### src/design/drl_pkg.sv
// Shared types and constants of the DDA line rasterizer.
// Used by the front classifier, the item queue, the back end and the top level.
`default_nettype none
package drl_pkg;

    localparam logic ACTION_LOAD = 1'b0;
    localparam logic ACTION_TICK = 1'b1;

    localparam logic CFG_WINDOW_WIDTH  = 1'b0;
    localparam logic CFG_WINDOW_HEIGHT = 1'b1;

    localparam logic [14:0] WIDTH_RESET  = 15'd1920;
    localparam logic [14:0] HEIGHT_RESET = 15'd1080;

    // Root digits produced by the square root unit (50-bit radicand).
    localparam int SQRT_ITERS = 25;
    localparam logic [15:0] MAX_STEPS = 16'hFFFF;

    typedef struct packed {
        logic               action;
        logic signed [23:0] start_x;
        logic signed [23:0] start_y;
        logic signed [24:0] delta_x;
        logic signed [24:0] delta_y;
        logic [31:0]        colour;
    } drl_item_t;

    typedef enum logic [2:0] {
        ST_IDLE,
        ST_SQUARE,
        ST_SQRT,
        ST_SETUP,
        ST_DIV,
        ST_RESULT
    } drl_state_t;

endpackage
`default_nettype wire

### src/design/dda_line_rasterizer.sv
// Top level of the DDA line rasterizer: configuration registers, front, queue and back end.
// Depends on drl_pkg, drl_front, drl_queue and drl_back.
//
// Every input transfer produces exactly one result transfer. A load item (action 0) latches
// a start point, the deltas to the end point and a colour; the back end then squares the
// deltas, extracts the integer square root one digit per cycle, and divides both scaled
// deltas by the step count in two parallel restoring dividers, one quotient bit per cycle.
// A tick item (action 1) yields one result, a pixel while the line has steps left, so a
// loaded line streams one pixel per clock while ticks arrive and the receiver accepts.
// A two-entry queue lets the input side keep accepting while the back end is busy, and
// the result register lets the next load item be taken while a result waits. The window
// registers are written through the plain write port and should only be changed while
// the block is idle.
`default_nettype none
module dda_line_rasterizer import drl_pkg::*; #(
    parameter int POSITION_FRAC_BITS = 16
) (
    input  wire logic               aclk,
    input  wire logic               aresetn,
    input  wire logic               cfg_write,
    input  wire logic               cfg_index,
    input  wire logic [14:0]        cfg_data,
    input  wire logic               s_valid,
    output logic                    s_ready,
    input  wire logic               s_action,
    input  wire logic signed [23:0] s_start_x,
    input  wire logic signed [23:0] s_start_y,
    input  wire logic signed [23:0] s_end_x,
    input  wire logic signed [23:0] s_end_y,
    input  wire logic [31:0]        s_line_colour,
    output logic                    m_valid,
    input  wire logic               m_ready,
    output logic signed [15:0]      m_pixel_x,
    output logic signed [15:0]      m_pixel_y,
    output logic [31:0]             m_pixel_colour,
    output logic                    m_pixel_write,
    output logic                    m_line_last,
    output logic                    m_line_busy
);

    logic [14:0] width_reg, width_next;
    logic [14:0] height_reg, height_next;
    drl_item_t   front_item;
    drl_item_t   q_item;
    logic        q_valid;
    logic        q_pop;

    // Window registers hold the exclusive upper bounds of the drawn area.
    always_comb begin
        width_next  = width_reg;
        height_next = height_reg;
        if (cfg_write) begin
            case (cfg_index)
                CFG_WINDOW_WIDTH:  width_next  = cfg_data;
                CFG_WINDOW_HEIGHT: height_next = cfg_data;
                default: begin
                end
            endcase
        end
    end

    always_ff @(posedge aclk) begin
        if (!aresetn) begin
            width_reg  <= WIDTH_RESET;
            height_reg <= HEIGHT_RESET;
        end else begin
            width_reg  <= width_next;
            height_reg <= height_next;
        end
    end

    drl_front u_front (
        .action      (s_action),
        .start_x     (s_start_x),
        .start_y     (s_start_y),
        .end_x       (s_end_x),
        .end_y       (s_end_y),
        .line_colour (s_line_colour),
        .item        (front_item)
    );

    drl_queue u_queue (
        .aclk      (aclk),
        .aresetn   (aresetn),
        .in_valid  (s_valid),
        .in_ready  (s_ready),
        .in_item   (front_item),
        .out_valid (q_valid),
        .out_pop   (q_pop),
        .out_item  (q_item)
    );

    drl_back #(
        .POSITION_FRAC_BITS (POSITION_FRAC_BITS)
    ) u_back (
        .aclk           (aclk),
        .aresetn        (aresetn),
        .q_valid        (q_valid),
        .q_item         (q_item),
        .q_pop          (q_pop),
        .window_width   (width_reg),
        .window_height  (height_reg),
        .m_valid        (m_valid),
        .m_ready        (m_ready),
        .m_pixel_x      (m_pixel_x),
        .m_pixel_y      (m_pixel_y),
        .m_pixel_colour (m_pixel_colour),
        .m_pixel_write  (m_pixel_write),
        .m_line_last    (m_line_last),
        .m_line_busy    (m_line_busy)
    );

endmodule
`default_nettype wire

### src/design/drl_front.sv
// Front classifier: turns an incoming transfer into a queue item with endpoint deltas.
// Depends on drl_pkg.
`default_nettype none
module drl_front import drl_pkg::*; (
    input  wire logic               action,
    input  wire logic signed [23:0] start_x,
    input  wire logic signed [23:0] start_y,
    input  wire logic signed [23:0] end_x,
    input  wire logic signed [23:0] end_y,
    input  wire logic [31:0]        line_colour,
    output drl_item_t               item
);

    always_comb begin
        item.action  = action;
        item.start_x = start_x;
        item.start_y = start_y;
        item.delta_x = 25'(signed'(end_x)) - 25'(signed'(start_x));
        item.delta_y = 25'(signed'(end_y)) - 25'(signed'(start_y));
        item.colour  = line_colour;
    end

endmodule
`default_nettype wire

### src/design/drl_queue.sv
// Two-entry item queue between the front classifier and the back end.
// Depends on drl_pkg.
`default_nettype none
module drl_queue import drl_pkg::*; (
    input  wire logic      aclk,
    input  wire logic      aresetn,
    input  wire logic      in_valid,
    output logic           in_ready,
    input  wire drl_item_t in_item,
    output logic           out_valid,
    input  wire logic      out_pop,
    output drl_item_t      out_item
);

    drl_item_t  entry_reg [2];
    logic       wr_ptr_reg, wr_ptr_next;
    logic       rd_ptr_reg, rd_ptr_next;
    logic [1:0] count_reg, count_next;
    logic       push, pop;

    assign in_ready  = (count_reg != 2'd2);
    assign out_valid = (count_reg != 2'd0);
    assign out_item  = entry_reg[rd_ptr_reg];
    assign push      = in_valid && in_ready;
    assign pop       = out_pop && out_valid;

    always_comb begin
        wr_ptr_next = push ? ~wr_ptr_reg : wr_ptr_reg;
        rd_ptr_next = pop ? ~rd_ptr_reg : rd_ptr_reg;
        count_next  = count_reg + 2'(push) - 2'(pop);
    end

    always_ff @(posedge aclk) begin
        if (!aresetn) begin
            wr_ptr_reg <= 1'b0;
            rd_ptr_reg <= 1'b0;
            count_reg  <= 2'd0;
        end else begin
            wr_ptr_reg <= wr_ptr_next;
            rd_ptr_reg <= rd_ptr_next;
            count_reg  <= count_next;
        end
    end

    always_ff @(posedge aclk) begin
        if (push) begin
            entry_reg[wr_ptr_reg] <= in_item;
        end
    end

endmodule
`default_nettype wire

### src/design/drl_back.sv
// Back end: square root and division for loads, pixel stepping for ticks, result register.
// Depends on drl_pkg.
`default_nettype none
module drl_back import drl_pkg::*; #(
    parameter int POSITION_FRAC_BITS = 16
) (
    input  wire logic         aclk,
    input  wire logic         aresetn,
    input  wire logic         q_valid,
    input  wire drl_item_t    q_item,
    output logic              q_pop,
    input  wire logic [14:0]  window_width,
    input  wire logic [14:0]  window_height,
    output logic              m_valid,
    input  wire logic         m_ready,
    output logic [15:0]       m_pixel_x,
    output logic [15:0]       m_pixel_y,
    output logic [31:0]       m_pixel_colour,
    output logic              m_pixel_write,
    output logic              m_line_last,
    output logic              m_line_busy
);

    localparam int F  = POSITION_FRAC_BITS;
    localparam int PW = F + 16;
    localparam int IW = F + 2;
    localparam int CW = $clog2(PW);

    drl_state_t state_reg, state_next;

    logic signed [PW-1:0] pos_x_reg, pos_x_next, pos_y_reg, pos_y_next;
    logic signed [IW-1:0] inc_x_reg, inc_x_next, inc_y_reg, inc_y_next;
    logic [15:0]          steps_reg, steps_next;
    logic [31:0]          colour_reg, colour_next;
    logic [23:0]          mag_x_reg, mag_x_next, mag_y_reg, mag_y_next;
    logic                 neg_x_reg, neg_x_next, neg_y_reg, neg_y_next;
    logic [49:0]          sum_reg, sum_next;
    logic [27:0]          rem_reg, rem_next;
    logic [24:0]          root_reg, root_next;
    logic [CW-1:0]        iter_reg, iter_next;
    logic [15:0]          cnt_reg, cnt_next;
    logic [PW-1:0]        num_x_reg, num_x_next, num_y_reg, num_y_next;
    logic [15:0]          dr_x_reg, dr_x_next, dr_y_reg, dr_y_next;

    logic                 out_valid_reg, out_valid_next;
    logic [15:0]          out_x_reg, out_x_next, out_y_reg, out_y_next;
    logic [31:0]          out_colour_reg, out_colour_next;
    logic                 out_write_reg, out_write_next;
    logic                 out_last_reg, out_last_next;
    logic                 out_busy_reg, out_busy_next;

    logic                 out_free;
    logic                 is_tick;

    // Combinational helpers.
    logic [47:0]          sq_x, sq_y;
    logic [27:0]          rem_try, trial;
    logic [16:0]          root_len;
    logic [15:0]          cnt_calc;
    logic [16:0]          dt_x, dt_y;
    logic                 qb_x, qb_y;
    logic [PW-1:0]        mag_pos_x, mag_pos_y;
    logic [15:0]          ip_x, ip_y;
    logic                 in_x, in_y;

    assign out_free = !out_valid_reg || m_ready;
    assign is_tick  = (q_item.action == ACTION_TICK);

    always_comb begin
        sq_x     = mag_x_reg * mag_x_reg;
        sq_y     = mag_y_reg * mag_y_reg;
        rem_try  = {rem_reg[25:0], sum_reg[49:48]};
        trial    = {1'b0, root_reg, 2'b01};
        root_len = root_reg[24:8];
        cnt_calc = root_len[16] ? MAX_STEPS : root_len[15:0];
        dt_x     = {dr_x_reg, num_x_reg[PW-1]};
        dt_y     = {dr_y_reg, num_y_reg[PW-1]};
        qb_x     = (dt_x >= {1'b0, cnt_reg});
        qb_y     = (dt_y >= {1'b0, cnt_reg});
        mag_pos_x = pos_x_reg[PW-1] ? PW'(-pos_x_reg) : PW'(pos_x_reg);
        mag_pos_y = pos_y_reg[PW-1] ? PW'(-pos_y_reg) : PW'(pos_y_reg);
        ip_x     = pos_x_reg[PW-1] ? 16'(-mag_pos_x[PW-1:F]) : mag_pos_x[PW-1:F];
        ip_y     = pos_y_reg[PW-1] ? 16'(-mag_pos_y[PW-1:F]) : mag_pos_y[PW-1:F];
        in_x     = !pos_x_reg[PW-1] && (pos_x_reg != '0)
                   && (PW'(pos_x_reg) < {1'b0, window_width, F'(0)});
        in_y     = !pos_y_reg[PW-1] && (pos_y_reg != '0)
                   && (PW'(pos_y_reg) < {1'b0, window_height, F'(0)});
    end

    // Next state.
    always_comb begin
        state_next = state_reg;
        case (state_reg)
            ST_IDLE: begin
                if (q_valid && !is_tick) begin
                    state_next = ST_SQUARE;
                end
            end
            ST_SQUARE: state_next = ST_SQRT;
            ST_SQRT: begin
                if (iter_reg == '0) begin
                    state_next = ST_SETUP;
                end
            end
            ST_SETUP: begin
                state_next = (cnt_calc == '0) ? ST_RESULT : ST_DIV;
            end
            ST_DIV: begin
                if (iter_reg == '0) begin
                    state_next = ST_RESULT;
                end
            end
            ST_RESULT: begin
                if (out_free) begin
                    state_next = ST_IDLE;
                end
            end
            default: state_next = ST_IDLE;
        endcase
    end

    // Datapath and outputs.
    always_comb begin
        q_pop           = 1'b0;
        pos_x_next      = pos_x_reg;
        pos_y_next      = pos_y_reg;
        inc_x_next      = inc_x_reg;
        inc_y_next      = inc_y_reg;
        steps_next      = steps_reg;
        colour_next     = colour_reg;
        mag_x_next      = mag_x_reg;
        mag_y_next      = mag_y_reg;
        neg_x_next      = neg_x_reg;
        neg_y_next      = neg_y_reg;
        sum_next        = sum_reg;
        rem_next        = rem_reg;
        root_next       = root_reg;
        iter_next       = iter_reg;
        cnt_next        = cnt_reg;
        num_x_next      = num_x_reg;
        num_y_next      = num_y_reg;
        dr_x_next       = dr_x_reg;
        dr_y_next       = dr_y_reg;
        out_valid_next  = out_valid_reg && !m_ready;
        out_x_next      = out_x_reg;
        out_y_next      = out_y_reg;
        out_colour_next = out_colour_reg;
        out_write_next  = out_write_reg;
        out_last_next   = out_last_reg;
        out_busy_next   = out_busy_reg;
        case (state_reg)
            ST_IDLE: begin
                if (q_valid && !is_tick) begin
                    q_pop       = 1'b1;
                    pos_x_next  = PW'(q_item.start_x) <<< (F - 8);
                    pos_y_next  = PW'(q_item.start_y) <<< (F - 8);
                    colour_next = q_item.colour;
                    neg_x_next  = q_item.delta_x[24];
                    neg_y_next  = q_item.delta_y[24];
                    mag_x_next  = q_item.delta_x[24] ? 24'(-q_item.delta_x)
                                                     : q_item.delta_x[23:0];
                    mag_y_next  = q_item.delta_y[24] ? 24'(-q_item.delta_y)
                                                     : q_item.delta_y[23:0];
                end else if (q_valid && out_free) begin
                    q_pop           = 1'b1;
                    out_valid_next  = 1'b1;
                    if (steps_reg != '0) begin
                        out_x_next      = ip_x;
                        out_y_next      = ip_y;
                        out_colour_next = colour_reg;
                        out_write_next  = in_x && in_y;
                        out_last_next   = (steps_reg == 16'd1);
                        out_busy_next   = (steps_reg != 16'd1);
                        pos_x_next      = pos_x_reg + PW'(inc_x_reg);
                        pos_y_next      = pos_y_reg + PW'(inc_y_reg);
                        steps_next      = steps_reg - 16'd1;
                    end else begin
                        out_x_next      = '0;
                        out_y_next      = '0;
                        out_colour_next = '0;
                        out_write_next  = 1'b0;
                        out_last_next   = 1'b0;
                        out_busy_next   = 1'b0;
                    end
                end
            end
            ST_SQUARE: begin
                sum_next  = {2'b00, sq_x} + {2'b00, sq_y};
                rem_next  = '0;
                root_next = '0;
                iter_next = CW'(SQRT_ITERS - 1);
            end
            ST_SQRT: begin
                // One root digit per cycle, two radicand bits consumed.
                if (rem_try >= trial) begin
                    rem_next  = rem_try - trial;
                    root_next = {root_reg[23:0], 1'b1};
                end else begin
                    rem_next  = rem_try;
                    root_next = {root_reg[23:0], 1'b0};
                end
                sum_next  = {sum_reg[47:0], 2'b00};
                iter_next = iter_reg - 1'b1;
            end
            ST_SETUP: begin
                cnt_next  = cnt_calc;
                dr_x_next = '0;
                dr_y_next = '0;
                iter_next = CW'(PW - 1);
                if (cnt_calc == '0) begin
                    num_x_next = '0;
                    num_y_next = '0;
                end else begin
                    num_x_next = PW'(mag_x_reg) << (F - 8);
                    num_y_next = PW'(mag_y_reg) << (F - 8);
                end
            end
            ST_DIV: begin
                // Restoring division, one quotient bit per cycle in each lane.
                dr_x_next  = qb_x ? 16'(dt_x - {1'b0, cnt_reg}) : dt_x[15:0];
                dr_y_next  = qb_y ? 16'(dt_y - {1'b0, cnt_reg}) : dt_y[15:0];
                num_x_next = {num_x_reg[PW-2:0], qb_x};
                num_y_next = {num_y_reg[PW-2:0], qb_y};
                iter_next  = iter_reg - 1'b1;
            end
            ST_RESULT: begin
                if (out_free) begin
                    inc_x_next      = neg_x_reg ? IW'(-num_x_reg) : num_x_reg[IW-1:0];
                    inc_y_next      = neg_y_reg ? IW'(-num_y_reg) : num_y_reg[IW-1:0];
                    steps_next      = cnt_reg;
                    out_valid_next  = 1'b1;
                    out_x_next      = '0;
                    out_y_next      = '0;
                    out_colour_next = '0;
                    out_write_next  = 1'b0;
                    out_last_next   = 1'b0;
                    out_busy_next   = (cnt_reg != '0);
                end
            end
            default: begin
            end
        endcase
    end

    always_ff @(posedge aclk) begin
        if (!aresetn) begin
            state_reg     <= ST_IDLE;
            steps_reg     <= '0;
            out_valid_reg <= 1'b0;
        end else begin
            state_reg     <= state_next;
            steps_reg     <= steps_next;
            out_valid_reg <= out_valid_next;
        end
    end

    always_ff @(posedge aclk) begin
        pos_x_reg      <= pos_x_next;
        pos_y_reg      <= pos_y_next;
        inc_x_reg      <= inc_x_next;
        inc_y_reg      <= inc_y_next;
        colour_reg     <= colour_next;
        mag_x_reg      <= mag_x_next;
        mag_y_reg      <= mag_y_next;
        neg_x_reg      <= neg_x_next;
        neg_y_reg      <= neg_y_next;
        sum_reg        <= sum_next;
        rem_reg        <= rem_next;
        root_reg       <= root_next;
        iter_reg       <= iter_next;
        cnt_reg        <= cnt_next;
        num_x_reg      <= num_x_next;
        num_y_reg      <= num_y_next;
        dr_x_reg       <= dr_x_next;
        dr_y_reg       <= dr_y_next;
        out_x_reg      <= out_x_next;
        out_y_reg      <= out_y_next;
        out_colour_reg <= out_colour_next;
        out_write_reg  <= out_write_next;
        out_last_reg   <= out_last_next;
        out_busy_reg   <= out_busy_next;
    end

    assign m_valid        = out_valid_reg;
    assign m_pixel_x      = out_x_reg;
    assign m_pixel_y      = out_y_reg;
    assign m_pixel_colour = out_colour_reg;
    assign m_pixel_write  = out_write_reg;
    assign m_line_last    = out_last_reg;
    assign m_line_busy    = out_busy_reg;

endmodule
`default_nettype wire

### config.mk
export PLATFORM = sky130hd
export DESIGN_NAME = dda_line_rasterizer
export DESIGN_NICKNAME = d
export VERILOG_FILES = /design/src/design/drl_pkg.sv /design/src/design/dda_line_rasterizer.sv /design/src/design/drl_front.sv /design/src/design/drl_queue.sv /design/src/design/drl_back.sv
export SDC_FILE = /design/constraint.sdc
export NUM_CORES = 2
export LEC_CHECK = 0
export ABC_CLOCK_PERIOD_IN_PS = 7500
export BUFFER_PORTS_ARGS = -buffer_cell sky130_fd_sc_hd__buf_2
export CELL_PAD_IN_SITES_DETAIL_PLACEMENT = 0
export CELL_PAD_IN_SITES_GLOBAL_PLACEMENT = 1
export CORE_MARGIN = 3
export CORE_UTILIZATION = 40
export DETAILED_ROUTE_END_ITERATION = 7
export GPL_TIMING_DRIVEN = 0
export PLACE_DENSITY_LB_ADDON = 0.3
export SETUP_SLACK_MARGIN = 0.1
export SLEW_MARGIN = 5
export SYNTH_ARGS = -nofsm -noshare
export SYNTH_HDL_FRONTEND = slang
export SYNTH_SLANG_ARGS = --single-unit
### constraint.sdc
create_clock -name aclk -period 7.5 [get_ports aclk]
set_input_delay 1.5 -clock aclk [delete_from_list [all_inputs] [get_ports aclk]]
set_output_delay 1.5 -clock aclk [all_outputs]
set_load 0.01 [all_outputs]
# Word-level counts from Yosys, hierarchy flattened
# Memories as Yosys holds them, arrays and structs flattened. A register that Yosys moved wholly into a read port is not among the register bits.
# Index checks and enable logic that the tools add are counted.
[op_classes] n_addsub=20 n_mul=2 div_mod_pow=0 order_cmp=5 eq_ne=15 n_shift=0 n_mux=79 n_bitwise=3 n_reduce_logical=39
[ops] op="$mux 32" n=14
[ops] op="$mux 16" n=16
[ops] op="$pmux 32 s2" n=3
[ops] op="$pmux 16 s2" n=5
[ops] op="$pmux 50 s2" n=1
[ops] op="$mul 24x24->48" n=2
[ops] op="$add 32x18->32" n=2
[ops] op="$lt 32x31->1" n=2
[ops] op="$neg 32->32" n=2
[ops] op="$reduce_bool 32->1" n=2
[ops] op="$pmux 26 s2" n=1
[ops] op="$pmux 25 s2" n=1
[ops] op="$sub 24x24->25" n=2
[ops] op="$add 48x48->49" n=1
[ops] op="$mux 24" n=2
[ops] op="$neg 24->24" n=2
[ops] op="$mux 18" n=2
[ops] op="$neg 18->18" n=2
[ops] op="$ge 17x16->1" n=2
[ops] op="$neg 16->16" n=2
[ops] op="$reduce_bool 16->1" n=2
[ops] op="$sub 16x16->16" n=2
[ops] op="$ge 28x27->1" n=1
[ops] op="$mux 26" n=1
[ops] op="31 further kinds" n=91
[totals] regBits=521 latch_bits=0 ramBits=262 rom_bits=0 input_bits=150 out_inout_bits=69 word_cells=198 n_memories=1
[memory_table] name="u_queue.entry_reg" words=2 word_bits=131 rd=1 rd_clocked_by_memory_dff=1 wr=1 line_no="drl_queue.sv:15" source="drl_item_t entry_reg [2];"

# Depth between registers and ports, before layout
[depth] ltp_word=9 mapped_depth=30 ltp_nobuf=29

# Cells and area by module
# Synthesis repeated with hierarchy kept, for this count alone.
[hier_totals] hier_cells=7267 hier_area_um2=75398.6
[modules_own_cells] mod="drl_back" n_inst=1 cells_per_inst=6211 area_per_inst_um2=60698.2 seq_area_each_um2=14423.8
[modules_own_cells] mod="drl_queue" n_inst=1 cells_per_inst=432 area_per_inst_um2=10062.2 seq_area_each_um2=7967.6
[modules_own_cells] mod="drl_front" n_inst=1 cells_per_inst=499 area_per_inst_um2=3438.3 seq_area_each_um2=0.0
[modules_own_cells] mod="dda_line_rasterizer" n_inst=1 cells_per_inst=125 area_per_inst_um2=1199.9 seq_area_each_um2=600.6

# Worst setup path after synthesis
# No wires, ideal clock.
[synth_path] kind="reg2reg" startpoint="register u_back.state_reg[0]" endpoint="register u_back.dr_x_reg[0] (enable)" setup_ns=0.683 t_arrival_ns=7.491 t_required_ns=6.817 slack_ns=-0.674 stages_incl_launch_ff=4 path_buffers=1 synth_period_minus_slack_ns=8.174 cell_sequence="dfxtp_1 > clkbuf_1 > nand2_1 > o21ai_0"
[synth_via] elab_chain_cells=2 elab_cells_between_ends=3 cone_classes="eq/ne: 2; reduce/logical: 1"
[synth_rtl] element="start: declaration" line_no="drl_back.sv:29" source="drl_state_t state_reg, state_next;"
[synth_rtl] element="start signal: assignment" line_no="drl_back.sv:251" source="state_reg <= state_next;"
[synth_rtl] element="$eq 3x3->1 or $eq 3x2->1 (tied branches)" line_no="drl_back.sv:151" source="case (state_reg)"
[synth_rtl] element="$reduce_bool 2->1 (no source line) (*)"
[synth_rtl] element="end signal: assignment" line_no="drl_back.sv:274" source="dr_x_reg <= dr_x_next;"
[synth_rtl] element="end: declaration" line_no="drl_back.sv:43" source="logic [15:0] dr_x_reg, dr_x_next, dr_y_reg, dr_y_next;"
# Mark *: on every way between the ends. The rest lies on a longest branch, timed or not.
# A chain may end at the register's enable or synchronous reset.

# Final worst setup path
[layout_path] startpoint="register u_back.mag_x_reg[12]" endpoint="register u_back.sum_reg[40], data pin"
[layout_via] elab_chain_cells=3
[layout_rtl] element="start: declaration" line_no="drl_back.sv:35" source="logic [23:0] mag_x_reg, mag_x_next, mag_y_reg, mag_y_next;"
[layout_rtl] element="start signal: assignment" line_no="drl_back.sv:263" source="mag_x_reg <= mag_x_next;"
[layout_rtl] element="$mul 24x24->48" line_no="drl_back.sv:70" source="sq_x = mag_x_reg * mag_x_reg;"
[layout_rtl] element="$add 48x48->49" line_no="drl_back.sv:188" source="sum_next = {2'b00, sq_x} + {2'b00, sq_y};"
[layout_rtl] element="$pmux 50 s2" line_no="drl_back.sv:151"
[layout_rtl] element="via u_back.sum_next[40]" line_no="drl_back.sv:37" source="logic [49:0] sum_reg, sum_next;"
[layout_rtl] element="end signal: assignment" line_no="drl_back.sv:267" source="sum_reg <= sum_next;"
[layout_rtl] element="end: declaration" line_no="drl_back.sv:37"
# The timed path passes the listed nets, and every way through them passes these cells.

==> results.md <==
- Setup violations remaining at the end of the flow were counted as 31.
- The data required time of the worst path is 7910 ps.
- The detailed-route via count is 54900.
- Counting I/O delays and the setup requirement, the final critical path takes 8410 ps.
- Of the total synthesized cell area, the portion taken by XOR and XNOR cells is 0.0326.
- The peak per-stage delay on the critical path is roughly 570 ps.
- The height of the die is between 400 and 500 um.
- On the final layout, the worst clock skew is 46.6 ps.
- In this run the remaining antenna-violating nets after routing total 0.
- Of the total synthesized cell area, the portion taken by AND, OR, NAND and NOR gates is 0.116.
- The area growth from synthesis to layout is 16.5%.
- The number of nets at the end of the flow is around 9500.
- At the pin with the least slew margin, the transition time is ~1300 ps.
- The die covers 193000 um2.
- The floorplan step set the die width to ~440 um.
- Of the available clock period, the critical path in the final layout requires 1.12.
- In the final layout, flip-flops and latches occupy 23000 um2.
- The first global-routing pass estimated 347 mm of wire.
- After synthesis, the largest family of logic cells by area is adder cells.
- Global routing finished with a remaining overflow of 0.
- The flop and latch count out of synthesis is 784.
- The number of distinct library cells after synthesis is 100.
- The fill cell total of the finished layout is 17500.
- Once layout is complete, the cells apart from fillers number between 10000 and 15000.
- In the synthesized netlist the async set-or-reset flop fraction comes to 0.
- For this run, the number of Yosys warnings is 0.
- Clock tree synthesis found a total of a little under 800 sinks.
- The tool flagged a number of max-cap violations equal to 0.
- The number of hold violations in the final report is 0.
- CTS built an H-tree with a depth of 3.
- The number of global-route vias before repair is 56800.
- The area fraction in compound gates after synthesis came to 0.0950.
- The adder-cell share of the synthesized area is 0.345.
- In this run the cell area measured after placement is around 81000 um2.
- Of all nets on the critical path, the largest fanout is 6.
- Setup repair after global routing could not meet its margin everywhere.
- The iteration-0 DRC count of the detailed router is between 4000 and 5000.
- The most prevalent standard cell on the critical path is sky130_fd_sc_hd__fa_1.
- The number of placed instances with taps included is 10100.
- In this run the count of I/O pins placed on the die edge is about 220.
- The average instance in the mapped netlist occupies approximately 10 um2.
- The part of the Yosys area used for sequential elements is 0.307.
- The clock transition time at the flip-flop clock pins of the worst setup and hold paths is approximately 70 ps.
- STA classifies the critical path endpoint as a flop.
- At the worst endpoint, the arrival time is just under 9000 ps.
- After routing the design area is roughly 87000 um2.
- The congestion estimate from routability-driven global placement came to between 0.9 and 1.
- Static timing analysis puts the maximum clock frequency at around 120 MHz.
- The register with the most flip-flops in the layout has between 200 and 300 of them.
- When the netlist entered floorplanning its net count stood at about 9000.
- The slowest library cell on the worst path is sky130_fd_sc_hd__fa_2.
- The overall fraction of global-route tracks in use is 0.240.
- The later-pin clock latency in the skew report is between 700 and 800 ps.
- The number of slew-limit violations in the final report is 0.
- In the final routed layout, each cell accounts on average for ~22 um.
- The type of origin of the critical path is a flop.
- The number of buffers between clock root and the deepest sink is 3.
- Summed over all nets, the half-perimeter wirelength after detailed placement is between 150 and 200 mm.
- The worst slew margin relative to its limit is 0.145.
- In the layout the commonest cells are sky130_fd_sc_hd__inv_1 (1444), sky130_fd_sc_hd__fa_1 (904), sky130_fd_sc_hd__edfxtp_1 (729), sky130_fd_sc_hd__nand2_1 (693), sky130_fd_sc_hd__ha_1 (525).
- The core area is 186000 um2.
- The most common cell after layout, fill and taps aside is sky130_fd_sc_hd__inv_1.
- The detailed-route wire length is around 230 mm.
- The cell area that synthesis handed to floorplanning was between 70000 and 80000 um2.
- The layout cell share with drive strength beyond 1 is 0.142.
- The checks that failed: setup timing.
- The initial utilization of the core area, before any placement, comes to 0.403.
- The largest net degree at the start of global routing is 66.
- The most used flip-flop cell after synthesis is sky130_fd_sc_hd__edfxtp_1.
- The number of synthesized flops with an enable pin is between 700 and 800.
- The tree is rooted in a sky130_fd_sc_hd__clkbuf_16.
- Across all setup checks in the final design, the least slack found is -906 ps.
- The type of the worst setup path is reg -> reg.
- The worst hold-check path type is reg -> reg.
- The area of the multi-input gates is approximately 47000 um2.
- The detail-routed via count per cell is between 5 and 6.
- The number of antenna violations at the first check in global routing is 12.
- The share of cell area taken by muxes after synthesis is 0.0146.
- For this run, the detailed router's first-pass iteration total came to 6.
- TritonCTS built the clock tree.
- The port buffer count is 217.
- The number of buffers created by CTS is between 90 and 100.
- The flow ran to the end, but the final reports show violations.
- The number of rows created at floorplan is roughly 160.
- The number of standard cells after synthesis is around 7300.
- After detailed routing, the number of remaining DRC violations is 0.
## through the flow
| step | setup slack [ps] | util | hold slack (ps) | setup TNS (ps) |
|---|---|---|---|---|
| after detailed placement | -2370 | 0.434 | 460 | -47860 |
| after CTS | -831 | 0.466 | 468 | -16510 |
| after global routing | -1040 | 0.469 | 493 | -23140 |
| after global placement | -3500 | 0.430 | 456 | -494180 |
| after floorplan | -61.6 | - | 443 | -109 |
| final | -906 | 0.470 | 469 | -17310 |
## synthesized netlist by cell type (8+ instances only)
master | count | area share
sky130_fd_sc_hd__inv_1 | 1497 | 0.075
sky130_fd_sc_hd__fa_1 | 950 | 0.25
sky130_fd_sc_hd__nand2_1 | 735 | 0.037
sky130_fd_sc_hd__edfxtp_1 | 729 | 0.29
sky130_fd_sc_hd__ha_1 | 548 | 0.092
sky130_fd_sc_hd__nor2_1 | 314 | 0.016
sky130_fd_sc_hd__a21oi_1 | 268 | 0.018
sky130_fd_sc_hd__and2_1 | 265 | 0.022
sky130_fd_sc_hd__o21ai_0 | 259 | 0.017
sky130_fd_sc_hd__clkbuf_1 | 210 | 0.011
sky130_fd_sc_hd__xnor2_1 | 166 | 0.019
sky130_fd_sc_hd__a21o_1 | 118 | 0.012
sky130_fd_sc_hd__xor2_1 | 113 | 0.013
sky130_fd_sc_hd__nor3_1 | 84 | 0.0056
sky130_fd_sc_hd__nand3_1 | 80 | 0.0053
sky130_fd_sc_hd__nand2b_1 | 67 | 0.0056
sky130_fd_sc_hd__mux2i_1 | 57 | 0.0076
sky130_fd_sc_hd__dfxtp_1 | 55 | 0.015
sky130_fd_sc_hd__nor2b_1 | 53 | 0.0044
sky130_fd_sc_hd__and3_1 | 51 | 0.0043
sky130_fd_sc_hd__o31ai_1 | 50 | 0.0050
sky130_fd_sc_hd__a211oi_1 | 49 | 0.0049
sky130_fd_sc_hd__mux2_2 | 43 | 0.0065
sky130_fd_sc_hd__o21ai_1 | 38 | 0.0025
sky130_fd_sc_hd__nand4_1 | 37 | 0.0031
sky130_fd_sc_hd__a21boi_0 | 35 | 0.0035
sky130_fd_sc_hd__a31oi_1 | 35 | 0.0029
sky130_fd_sc_hd__o21a_1 | 34 | 0.0034
sky130_fd_sc_hd__nor4_1 | 33 | 0.0028
sky130_fd_sc_hd__o211ai_1 | 28 | 0.0028
sky130_fd_sc_hd__buf_2 | 27 | 0.0018
sky130_fd_sc_hd__or3_1 | 25 | 0.0021
sky130_fd_sc_hd__buf_1 | 18 | 0.00090
sky130_fd_sc_hd__o21bai_1 | 18 | 0.0018
sky130_fd_sc_hd__nor3b_1 | 16 | 0.0016
sky130_fd_sc_hd__o32ai_1 | 16 | 0.0019
sky130_fd_sc_hd__o32a_1 | 15 | 0.0020
sky130_fd_sc_hd__or2_2 | 14 | 0.0012
sky130_fd_sc_hd__a211o_1 | 13 | 0.0015
sky130_fd_sc_hd__o22ai_1 | 13 | 0.0011
sky130_fd_sc_hd__o221a_2 | 10 | 0.0015
sky130_fd_sc_hd__or4_1 | 10 | 0.0010
sky130_fd_sc_hd__o31a_1 | 9 | 0.0011
sky130_fd_sc_hd__a31o_2 | 8 | 0.00094
## routing by layer
metal  GRT usage  vias to the layer above  routed length [um]
met5           0                        -                  41
met4      0.0794                        6                8710
met3      0.0410                      336               16900
met2       0.386                     1666              107000
met1       0.330                    27900               98100
li1            -                    25000                   -
## final timing paths
kind                                  startpoint                      endpoint  slack [ps]  cells past startpoint
hold / removal        height_reg[7]$_SDFFE_PN0P_    height_reg[7]$_SDFFE_PN0P_         470                      2
setup reg to reg  u_back.mag_x_reg[12]$_DFFE_PP_  u_back.sum_reg[40]$_DFFE_PP_        -910                     28
hold reg to reg       height_reg[7]$_SDFFE_PN0P_    height_reg[7]$_SDFFE_PN0P_         470                      2
setup / recovery  u_back.mag_x_reg[12]$_DFFE_PP_  u_back.sum_reg[40]$_DFFE_PP_        -910                     28
## cells by family after synthesis
group           after synthesis
simple gates               1821
xor+xnor                    279
mux                         103
flops                       784
buf+inv                    1762
compound gates             1100
fa+ha+maj                  1498
## critical path: cells and delay by family, from the launching register on
kind                     cells  cell delay [ps]
adder cells (fa/ha/maj)     10             4750
AO/OA/AOI/OAI                6             1220
buffers and inverters        8              850
flip-flops                   1              380
XOR/XNOR                     1              210
AND/OR/NAND/NOR              3              650
## area by class of cell
type | instances | share of cell area
clock buffers | 118 | 0.0291
well taps | 2480 | 0.0356
diodes | 7 | 0.000201
flip-flops and latches | 784 | 0.264
multi-input cells | 4801 | 0.534
inverters | 1500 | 0.0651
plain buffers | 256 | 0.0238
repair buffers | 451 | 0.0401
clock inverters | 55 | 0.00862
## what timing repair did
item,CTS,global route
endpoints found under the hold margin,0,0
hold buffers,0,0
resized for setup,282,151
setup buffers,170,41
gates cloned,2,0
endpoints found under the setup margin,38,36
pin swaps,118,128
Power is not shown: default switching activity piles up to over one toggle a cycle in this logic, so the estimate is an artifact.
